**config.mk**
```make
export PLATFORM = sky130hd
export DESIGN_NAME = midi_message_parser_flat
export DESIGN_NICKNAME = d
export VERILOG_FILES = /design/src/rtl/mmp_pkg.sv /design/src/rtl/mmp_if.sv /design/src/rtl/mmp_step.sv /design/src/rtl/mmp_out_reg.sv /design/src/rtl/midi_message_parser.sv /design/src/flat_wrapper.sv
export SDC_FILE = /design/constraint.sdc
export NUM_CORES = 1
export LEC_CHECK = 0
export BUFFER_PORTS_ARGS = -buffer_cell sky130_fd_sc_hd__buf_2
export CORE_MARGIN = 3
export CORE_UTILIZATION = 53
export DETAILED_ROUTE_END_ITERATION = 8
export PLACE_DENSITY_LB_ADDON = 0.25
export SKIP_CTS_REPAIR_TIMING = 1
export SLEW_MARGIN = 15
export SYNTH_ARGS = -nofsm -noshare
export SYNTH_HDL_FRONTEND = slang
export SYNTH_SLANG_ARGS = --single-unit
```
**constraint.sdc**
```tcl
create_clock -name clk -period 5.19 [get_ports clk]
set_input_delay 0.2595 -clock clk [delete_from_list [all_inputs] [get_ports clk]]
set_output_delay 0.2595 -clock clk [all_outputs]
set_load 0.1 [all_outputs]
```
**src/rtl/mmp_pkg.sv**
```systemverilog
// ----------------------------------------------------------------------------
// MIDI message parser package
// Types, byte constants and the data-byte count table that the parser's
// files have in common.
// ----------------------------------------------------------------------------
package mmp_pkg;

  // Kinds of result item.
  typedef enum logic [1:0] {
    KIND_SHORT   = 2'd0,
    KIND_SXBYTE  = 2'd1,
    KIND_SXEND   = 2'd2,
    KIND_SXABORT = 2'd3
  } kind_t;

  // Configuration register indexes.
  localparam int unsigned CFG_IDX_W = 1;
  localparam logic [CFG_IDX_W-1:0] REG_SHORT_ENABLE = 1'd0;
  localparam logic [CFG_IDX_W-1:0] REG_SYSEX_ENABLE = 1'd1;

  // Byte codes on the serial line.
  localparam logic [7:0] BYTE_REALTIME_MIN = 8'hF8;
  localparam logic [7:0] BYTE_SYSEX_START  = 8'hF0;
  localparam logic [7:0] BYTE_SYSEX_END    = 8'hF7;
  localparam logic [7:0] BYTE_MTC_QUARTER  = 8'hF1;
  localparam logic [7:0] BYTE_SONG_POS     = 8'hF2;
  localparam logic [7:0] BYTE_SONG_SELECT  = 8'hF3;
  localparam logic [3:0] HI_NOTE_OFF       = 4'h8;
  localparam logic [3:0] HI_NOTE_ON        = 4'h9;
  localparam logic [3:0] HI_POLY_PRESSURE  = 4'hA;
  localparam logic [3:0] HI_CONTROL        = 4'hB;
  localparam logic [3:0] HI_PROGRAM        = 4'hC;
  localparam logic [3:0] HI_CHAN_PRESSURE  = 4'hD;
  localparam logic [3:0] HI_PITCH_BEND     = 4'hE;
  localparam logic [3:0] HI_SYSTEM         = 4'hF;

  localparam int unsigned LEN_W = 11;

  // Enable bits held in the configuration registers.
  typedef struct packed {
    logic short_enable;
    logic sysex_enable;
  } cfg_t;

  // Running-status part of the parser state.
  typedef struct packed {
    logic       in_sysex;
    logic [7:0] running_status;
    logic [1:0] data_remaining;
    logic [6:0] held_data;
  } parse_state_t;

  // One result item.
  typedef struct packed {
    kind_t            kind;
    logic [7:0]       status_byte;
    logic [6:0]       data_first;
    logic [6:0]       data_second;
    logic [7:0]       sysex_byte;
    logic             byte_valid;
    logic [LEN_W-1:0] sysex_length;
  } msg_t;

  // Number of data bytes that follow a status byte.
  function automatic logic [1:0] data_count_for(input logic [7:0] s);
    logic [1:0] n;
    case (s[7:4])
      HI_NOTE_OFF, HI_NOTE_ON, HI_POLY_PRESSURE, HI_CONTROL, HI_PITCH_BEND: n = 2'd2;
      HI_PROGRAM, HI_CHAN_PRESSURE: n = 2'd1;
      HI_SYSTEM: begin
        if (s == BYTE_MTC_QUARTER || s == BYTE_SONG_SELECT) n = 2'd1;
        else if (s == BYTE_SONG_POS) n = 2'd2;
        else n = 2'd0;
      end
      default: n = 2'd0;
    endcase
    return n;
  endfunction

endpackage

```
**src/rtl/mmp_if.sv**
```systemverilog
// ----------------------------------------------------------------------------
// MIDI message parser channels
// Valid/ready channels for received bytes, result items and register writes.
// ----------------------------------------------------------------------------

// Received byte channel.
interface mmp_rx_if;
  logic       valid;
  logic       ready;
  logic [7:0] rx_byte;

  modport source (output valid, output rx_byte, input ready);
  modport sink (input valid, input rx_byte, output ready);
endinterface

// Result item channel.
interface mmp_msg_if;
  logic        valid;
  logic        ready;
  logic [1:0]  kind;
  logic [7:0]  status_byte;
  logic [6:0]  data_first;
  logic [6:0]  data_second;
  logic [7:0]  sysex_byte;
  logic        byte_valid;
  logic [10:0] sysex_length;

  modport source (output valid, output kind, output status_byte, output data_first,
                  output data_second, output sysex_byte, output byte_valid,
                  output sysex_length, input ready);
  modport sink (input valid, input kind, input status_byte, input data_first,
                input data_second, input sysex_byte, input byte_valid,
                input sysex_length, output ready);
endinterface

// Register write channel.
interface mmp_cfg_if;
  logic       valid;
  logic       ready;
  logic [0:0] index;
  logic [0:0] data;

  modport source (output valid, output index, output data, input ready);
  modport sink (input valid, input index, input data, output ready);
endinterface

```
**src/rtl/mmp_step.sv**
```systemverilog
// ----------------------------------------------------------------------------
// MIDI message parser step logic
// Decodes one byte against the parser state: gives the next state and at
// most one result item.
// ----------------------------------------------------------------------------
module mmp_step #(
  parameter int unsigned SYSEX_CAPACITY = 1024
) (
  input  logic [7:0]                            rx_byte,
  input  mmp_pkg::cfg_t                         cfg,
  input  mmp_pkg::parse_state_t                 state,
  input  logic [$clog2(SYSEX_CAPACITY+1)-1:0]   count,
  output mmp_pkg::parse_state_t                 state_next,
  output logic [$clog2(SYSEX_CAPACITY+1)-1:0]   count_next,
  output logic                                  emit,
  output mmp_pkg::msg_t                         msg
);
  import mmp_pkg::*;

  localparam int unsigned CNT_W = $clog2(SYSEX_CAPACITY + 1);
  localparam logic [CNT_W-1:0] CAP = CNT_W'(SYSEX_CAPACITY);

  logic             room;
  logic [CNT_W-1:0] count_inc;

  assign room      = (count < CAP);
  assign count_inc = count + CNT_W'(1);

  // Byte classification and state update.
  always_comb begin
    state_next = state;
    count_next = count;
    emit       = 1'b0;
    msg        = '0;
    msg.kind   = KIND_SHORT;

    if (rx_byte >= BYTE_REALTIME_MIN) begin
      // Real-time bytes pass by without effect.
    end else if (rx_byte == BYTE_SYSEX_START) begin
      // Start, or restart, of a packet.
      state_next.in_sysex       = 1'b1;
      state_next.running_status = '0;
      count_next                = CNT_W'(1);
      emit                      = cfg.sysex_enable;
      msg.kind                  = KIND_SXBYTE;
      msg.sysex_byte            = rx_byte;
      msg.byte_valid            = 1'b1;
      msg.sysex_length          = LEN_W'(1);
    end else if (rx_byte == BYTE_SYSEX_END) begin
      // End of a packet; the end byte is kept only when it still fits.
      if (state.in_sysex) begin
        state_next.in_sysex = 1'b0;
        count_next          = '0;
        emit                = cfg.sysex_enable;
        msg.kind            = KIND_SXEND;
        msg.sysex_byte      = room ? rx_byte : 8'h00;
        msg.byte_valid      = room;
        msg.sysex_length    = LEN_W'(room ? count_inc : count);
      end
    end else if (state.in_sysex) begin
      // Payload byte, or abort when the packet is full.
      if (room) begin
        count_next       = count_inc;
        emit             = cfg.sysex_enable;
        msg.kind         = KIND_SXBYTE;
        msg.sysex_byte   = rx_byte;
        msg.byte_valid   = 1'b1;
        msg.sysex_length = LEN_W'(count_inc);
      end else begin
        state_next.in_sysex = 1'b0;
        count_next          = '0;
        emit                = cfg.sysex_enable;
        msg.kind            = KIND_SXABORT;
        msg.sysex_length    = LEN_W'(count);
      end
    end else if (rx_byte[7]) begin
      // New status byte; a status with no data bytes goes out at once.
      state_next.running_status = rx_byte;
      state_next.data_remaining = data_count_for(rx_byte);
      state_next.held_data      = '0;
      if (data_count_for(rx_byte) == 2'd0) begin
        emit            = cfg.short_enable;
        msg.status_byte = rx_byte;
      end
    end else if (state.running_status != 8'h00) begin
      // Data byte under running status; orphans are dropped.
      if (state.data_remaining == 2'd2) begin
        state_next.held_data      = rx_byte[6:0];
        state_next.data_remaining = 2'd1;
      end else if (state.data_remaining == 2'd1) begin
        state_next.data_remaining = data_count_for(state.running_status);
        state_next.held_data      = '0;
        emit                      = cfg.short_enable;
        msg.status_byte           = state.running_status;
        msg.data_first            = state.held_data;
        msg.data_second           = rx_byte[6:0];
      end
    end
  end

endmodule

```
**src/rtl/mmp_out_reg.sv**
```systemverilog
// ----------------------------------------------------------------------------
// MIDI message parser result register
// Holds one result item until the sink takes it; reloads in the same cycle.
// ----------------------------------------------------------------------------
module mmp_out_reg (
  input  logic           clk,
  input  logic           rst,
  input  logic           load,
  input  mmp_pkg::msg_t  msg_in,
  output logic           free,
  mmp_msg_if.source      result
);
  import mmp_pkg::*;

  logic valid;
  msg_t held;

  assign free = !valid || result.ready;

  // Valid flag of the held request.
  always_ff @(posedge clk) begin
    if (rst) begin
      valid <= 1'b0;
    end else if (free) begin
      valid <= load;
    end
  end

  // Payload, loaded with no reset.
  always_ff @(posedge clk) begin
    if (free && load) begin
      held <= msg_in;
    end
  end

  assign result.valid        = valid;
  assign result.kind         = held.kind;
  assign result.status_byte  = held.status_byte;
  assign result.data_first   = held.data_first;
  assign result.data_second  = held.data_second;
  assign result.sysex_byte   = held.sysex_byte;
  assign result.byte_valid   = held.byte_valid;
  assign result.sysex_length = held.sysex_length;

endmodule

```
**src/rtl/midi_message_parser.sv**
```systemverilog
// ----------------------------------------------------------------------------
// MIDI message parser
// A byte accepted into the input register is decoded by the step logic; its
// result is loaded into the result register and offered from there.
// Throughput: one byte per cycle while the result register has room, set by
// the single decode stage between the input register and the result register.
// Reset clears the parser state and both enable registers; no clearing pass.
// ----------------------------------------------------------------------------
module midi_message_parser #(
  parameter int unsigned SYSEX_CAPACITY = 1024
) (
  input  logic       clk,
  input  logic       rst,
  mmp_rx_if.sink     rx,
  mmp_msg_if.source  result,
  mmp_cfg_if.sink    cfg
);
  import mmp_pkg::*;

  localparam int unsigned CNT_W = $clog2(SYSEX_CAPACITY + 1);
  localparam logic [CNT_W-1:0] CAP = CNT_W'(SYSEX_CAPACITY);

  cfg_t         enables;
  logic         in_valid;
  logic [7:0]   in_byte;
  parse_state_t state;
  parse_state_t state_next;
  logic [CNT_W-1:0] count;
  logic [CNT_W-1:0] count_next;
  logic         emit;
  msg_t         step_msg;
  logic         out_free;
  logic         advance;

  // Register writes are always taken.
  assign cfg.ready = 1'b1;

  always_ff @(posedge clk) begin
    if (rst) begin
      enables <= '0;
    end else if (cfg.valid) begin
      case (cfg.index)
        REG_SHORT_ENABLE: enables.short_enable <= cfg.data[0];
        REG_SYSEX_ENABLE: enables.sysex_enable <= cfg.data[0];
        default: ;
      endcase
    end
  end

  // The held byte moves on unless its result finds the result register full.
  assign advance  = in_valid && (!emit || out_free);
  assign rx.ready = !in_valid || advance;

  // Input register.
  always_ff @(posedge clk) begin
    if (rst) begin
      in_valid <= 1'b0;
    end else if (rx.ready) begin
      in_valid <= rx.valid;
    end
  end

  always_ff @(posedge clk) begin
    if (rx.ready && rx.valid) begin
      in_byte <= rx.rx_byte;
    end
  end

  // Parser state.
  always_ff @(posedge clk) begin
    if (rst) begin
      state <= '0;
      count <= '0;
    end else if (advance) begin
      state <= state_next;
      count <= count_next;
    end
  end

  mmp_step #(
    .SYSEX_CAPACITY(SYSEX_CAPACITY)
  ) u_step (
    .rx_byte    (in_byte),
    .cfg        (enables),
    .state      (state),
    .count      (count),
    .state_next (state_next),
    .count_next (count_next),
    .emit       (emit),
    .msg        (step_msg)
  );

  mmp_out_reg u_out (
    .clk    (clk),
    .rst    (rst),
    .load   (advance && emit),
    .msg_in (step_msg),
    .free   (out_free),
    .result (result)
  );

  // The packet length never passes the capacity.
  a_count_bound: assert property (@(posedge clk) disable iff (rst) count <= CAP)
    else $error("packet length beyond capacity");

  // Outside a packet the length counter rests at zero.
  a_count_idle: assert property (@(posedge clk) disable iff (rst)
    !state.in_sysex |-> count == '0)
    else $error("length counter not cleared outside a packet");

  // A short message always carries a status byte.
  a_short_status: assert property (@(posedge clk) disable iff (rst)
    (result.valid && result.kind == KIND_SHORT) |-> result.status_byte[7])
    else $error("short message without a status byte");

  // A held byte that is stalled keeps the parser state unchanged.
  a_stall_hold: assert property (@(posedge clk) disable iff (rst)
    (in_valid && !advance) |=> $stable(state) && $stable(count))
    else $error("parser state moved while the byte was stalled");

endmodule

```
**src/flat_wrapper.sv**
```systemverilog
// flat-port wrapper written by rule: the top's interface ports become plain ports
module midi_message_parser_flat import mmp_pkg::*;
#(
  parameter int unsigned SYSEX_CAPACITY = 1024
)
  (clk, rst, rx_valid, rx_rx_byte, rx_ready, result_valid, result_kind, result_status_byte, result_data_first, result_data_second, result_sysex_byte, result_byte_valid, result_sysex_length, result_ready, cfg_valid, cfg_index, cfg_data, cfg_ready);
  mmp_rx_if rx_i ();
  mmp_msg_if result_i ();
  mmp_cfg_if cfg_i ();
  input  logic clk;
  input  logic rst;
  input wire logic [$bits(rx_i.valid)-1:0] rx_valid;
  input wire logic [$bits(rx_i.rx_byte)-1:0] rx_rx_byte;
  output wire logic [$bits(rx_i.ready)-1:0] rx_ready;
  output wire logic [$bits(result_i.valid)-1:0] result_valid;
  output wire logic [$bits(result_i.kind)-1:0] result_kind;
  output wire logic [$bits(result_i.status_byte)-1:0] result_status_byte;
  output wire logic [$bits(result_i.data_first)-1:0] result_data_first;
  output wire logic [$bits(result_i.data_second)-1:0] result_data_second;
  output wire logic [$bits(result_i.sysex_byte)-1:0] result_sysex_byte;
  output wire logic [$bits(result_i.byte_valid)-1:0] result_byte_valid;
  output wire logic [$bits(result_i.sysex_length)-1:0] result_sysex_length;
  input wire logic [$bits(result_i.ready)-1:0] result_ready;
  input wire logic [$bits(cfg_i.valid)-1:0] cfg_valid;
  input wire logic [$bits(cfg_i.index)-1:0] cfg_index;
  input wire logic [$bits(cfg_i.data)-1:0] cfg_data;
  output wire logic [$bits(cfg_i.ready)-1:0] cfg_ready;
  assign rx_i.valid = rx_valid;
  assign rx_i.rx_byte = rx_rx_byte;
  assign rx_ready = rx_i.ready;
  assign result_valid = result_i.valid;
  assign result_kind = result_i.kind;
  assign result_status_byte = result_i.status_byte;
  assign result_data_first = result_i.data_first;
  assign result_data_second = result_i.data_second;
  assign result_sysex_byte = result_i.sysex_byte;
  assign result_byte_valid = result_i.byte_valid;
  assign result_sysex_length = result_i.sysex_length;
  assign result_i.ready = result_ready;
  assign cfg_i.valid = cfg_valid;
  assign cfg_i.index = cfg_index;
  assign cfg_i.data = cfg_data;
  assign cfg_ready = cfg_i.ready;
  midi_message_parser #(.SYSEX_CAPACITY(SYSEX_CAPACITY)) u_core (.clk(clk), .rst(rst), .rx(rx_i), .result(result_i), .cfg(cfg_i));
endmodule
```
==> metrics.md <==
| Metric | Value |
|---|---|
| Fin Hold WS | 0.07064 ns |
| Actual slew at the worst max-slew pin | 0.7741 ns |
| Cell area after synthesis | 3886 sq um |
| Leakage power | 1.599 nW |
| P per Cell Area | 282.0 nW/um^2 |
| Max cap viols | 0 |
| Switching share of power | 23.25% |
| Delay of the slowest critical-path stage | 0.57 ns |
| First-pass GRT wire length | 12940 microns |
| YS warnings | 0 |
| Global Route Usage Sum | 19.55% |
| Starting DRT DRC Count | 226 |
| Die width | 91.63 microns |
| Clk buf depth | 2 |
| GR Overflow Total | 0 |
| Cells after synthesis | 346 |
| Share of layout cells above drive strength 1 | 24.38% |
| Post-synthesis sequential area ratio | 57.18% |
| Fin Setup TNS | 0 ns |
| NumNets Final | 420 |
| Multi-input gate area | 1511 sq um |
| Routed WL | 7878 microns |
| Clock root buffer | clkbuf_8 |
| Vias per std cell | 5.715 |
| Vias in the first global route | 2574 |
| Fmax | 332.7 MHz |
| Final Cycle Share | 57.91% |
| Status | finished clean |
| Top delay family on crit path | compound AO/OA/AOI/OAI gates |
| Initial Util | 55.96% |
| Worst setup path start | u_core.in_byte[0]$_DFFE_PP_ |
| Initial antenna violation count | 0 |
| Core Area | 6944 sq um |
| Clock sinks | 85 |
| Post-synthesis cell type count | 57 |
| Total CTS buffers | 9 |
| CTS tree | built |
| Tmin final | 3.006 ns |
| CP cell instances | or3_4, a32oi_4, a211oi_1, o21ai_0, buf_2 |
| Num rows | 30 |
| Syn_area_per_cell | 11.23 sq um |
| Worst path bufs/invs | 1 |
| Most frequent cells in the layout | buf_2 (60), edfxtp_1 (52), dfxtp_1 (33) |
| Vias | 2869 |
| Unrepaired setup endpoints after global routing | no |
| Kind of end point of the critical path | output port |
| Filler Cells Inserted | 565 |
| Slew headroom | 47.96% |
| Max stage delay cell, worst path | edfxtp_1 |
| HP Class | in -> reg |
| Antenna viol nets, final | 0 |
| Post-synthesis async set-or-reset flop share | 0% |
| DP Worst Slack | 2.012 ns |
| Largest net degree at the start of global routing | 45 |
| Worst setup SP type | flip-flop |
| Synth Flop Type | edfxtp_1 |
| #FFs+latches synth | 85 |
| Fin Clk Skew | 0.01088 ns |
| Number of flops mapped to enable cells by yosys | 52 |
| Port Buf Inserts | 60 |
| Reg2reg start | u_core.state[7]$_SDFFE_PP0P_ |
| Pre-Repair DR Iteration Count | 5 |
| Syn nets | 365 |
| Die area | 8396 sq um |
| Post-route setup slack | 2.184 ns |
| Area Overhead vs Synth | 14.10% |
| Wire per inst | 15.69 microns |
| Htree depth | 3 |
| Worst Hold Launch | rx_rx_byte[0] |
| Final Power | 1.250 mW |
| Worst vdd ir | 0.0002075 V |
| Hpwl dp | 5248 microns |
| Crit path arrival time | 2.75 ns |
| Internal power | 959.7 uW |
| Sequential power share | 58.4% |
| Clk pwr share | 37.6% |
| Commonest non-fill, non-tap cell in the layout | buf_2 |
| Fin. max-slew vios | 0 |
| Crit Path Class | reg -> out |
| Setup-failing EPs final | 0 |
| Clock Latency Late Sink | 0.36 ns |
| Worst-path clk slew | 0.09 ns |
| Critical path fanouts, max | 10 |
| Post-DP Area | 4208 sq um |
| Register area | 2222 sq um |
| Hold Fails Final Rpt | 0 |
| Routability cong. | 0.8722 |
| Io pins | 62 |
| Post-route cell area | 4434 sq um |
| Combinational share of power | 3.9% |
| CP required | 4.93 ns |
| Sw power | 290.7 uW |
| DRC viols | 0 |
| # diodes | 0 |
| DIE HEIGHT | 91.63 microns |
[worst paths after layout]
check	to	slack, ns	depth (start not counted)
worst max-delay path	rx_ready	2.18	5
worst min-delay path	u_core.in_byte[0]$_DFFE_PP_	0.07	1
worst max register to register	u_core.u_out.result.data_first[3]$_SDFFCE_PP0P_	2.28	8
worst min register to register	u_core.enables[0]$_SDFFE_PP0P_	0.49	2
[registers in the layout (all words and copies together) (netlist names)]
register / flops
u_core.in_valid: 1
u_core.u_out.result.sysex_byte: 8
u_core.count: 11
u_core.u_out.result.data_second: 7
u_core.u_out.result.sysex_length: 11
u_core.u_out.result.byte_valid: 1
u_core.in_byte: 8
u_core.u_out.result.status_byte: 8
u_core.u_out.result.kind: 2
u_core.enables: 2
u_core.u_out.result.data_first: 7
u_core.u_out.result.valid: 1
u_core.state: 18
[worst reg2reg max path, cell delays in order, from the launching register on]
cell	delay, ns
dfxtp_1	0.37
inv_1	0.06
ha_1	0.23
or3b_2	0.45
a31o_2	0.28
a211oi_1	0.27
o21ai_0	0.20
nor2_4	0.49
buf_16	0.25
[power groups by stage]
| stage | Combinational [mW] | Clock (mW) | Sequential (mW) |
|---|---|---|---|
| 6_report | 0.0490 | 0.471 | 0.731 |
| 5_1_grt | 0.0540 | 0.508 | 0.732 |
| 4_1_cts | 0.0487 | 0.479 | 0.730 |
| 3_5_place_dp | 0.0485 | 0 | 0.746 |
| 3_3_place_gp | 0.0478 | 0 | 0.745 |
| 2_1_floorplan | 0.0384 | 0 | 0.742 |
[cell families (layout without fill, tap and decap cells)]
group / count (synthesis) / count (layout) / synth area share [%]
simple gates: 133 / 133 / 19.09
flops: 85 / 85 / 57.18
compound gates: 79 / 79 / 15.07
buf+inv: 32 / 92 / 4.185
mux: 7 / 7 / 1.964
xor+xnor: 5 / 5 / 1.127
fa+ha+maj: 4 / 4 / 1.288
other cells: 1 / 1 / 0.09649
[per-stage QoR]
| step | instances | util [%] |
|---|---|---|
| 4_1_cts | 501 | 63.42 |
| 6_report | 502 | 63.86 |
| 2_1_floorplan | 346 | - |
| 3_5_place_dp | 485 | 60.59 |
| 5_1_grt | 502 | 63.86 |
| 3_3_place_gp | 485 | 60.59 |
[layout make-up]
| type | count | share of cell area, % |
|---|---|---|
| Clock inverter | 7 | 1.637 |
| Timing Repair Buffer | 61 | 7.393 |
| Tap cell | 96 | 2.709 |
| Sequential cell | 85 | 50.11 |
| Clock buffer | 9 | 2.793 |
| Inverter | 15 | 1.270 |
| Multi-Input combinational cell | 229 | 34.09 |
[per-layer routing]
| metal | GRT usage (%) | wire, microns | part of all wire (%) |
|---|---|---|---|
| met1 | 29.42 | 3785 | 48 |
| met2 | 27.63 | 3458 | 44 |
| met3 | 4.020 | 544 | 6.9 |
| met4 | 7.538 | 89 | 1.1 |
| met5 | 0 | 0 | 0 |
[cell usage after synthesis, drive strengths merged, types with 3 or more instances]
cell type	number	area, sq um
nand2	18	67.56
buf	6	53.79
nor3	10	50.05
a22o	9	81.33
o32ai	3	26.28
and2	18	113.9
o41ai	3	26.28
o31ai	4	30.03
nand3	11	55.05
mux2	5	56.30
o21ai	11	55.05
or3	10	77.57
a31oi	3	18.77
nand2b	5	31.28
a211oi	4	30.03
clkbuf	11	52.54
inv	15	56.30
nor4	4	31.28
nor2b	7	43.79
xnor2	5	43.79
edfxtp	52	1562
dfxtp	33	660.6
a21oi	22	117.6
a32o	3	30.03
and3	6	38.79
a21o	7	53.80
nand4	5	31.28
nor3b	7	52.55
ha	4	50.05
nor2	26	97.59
(Power assumes the default switching activity.)
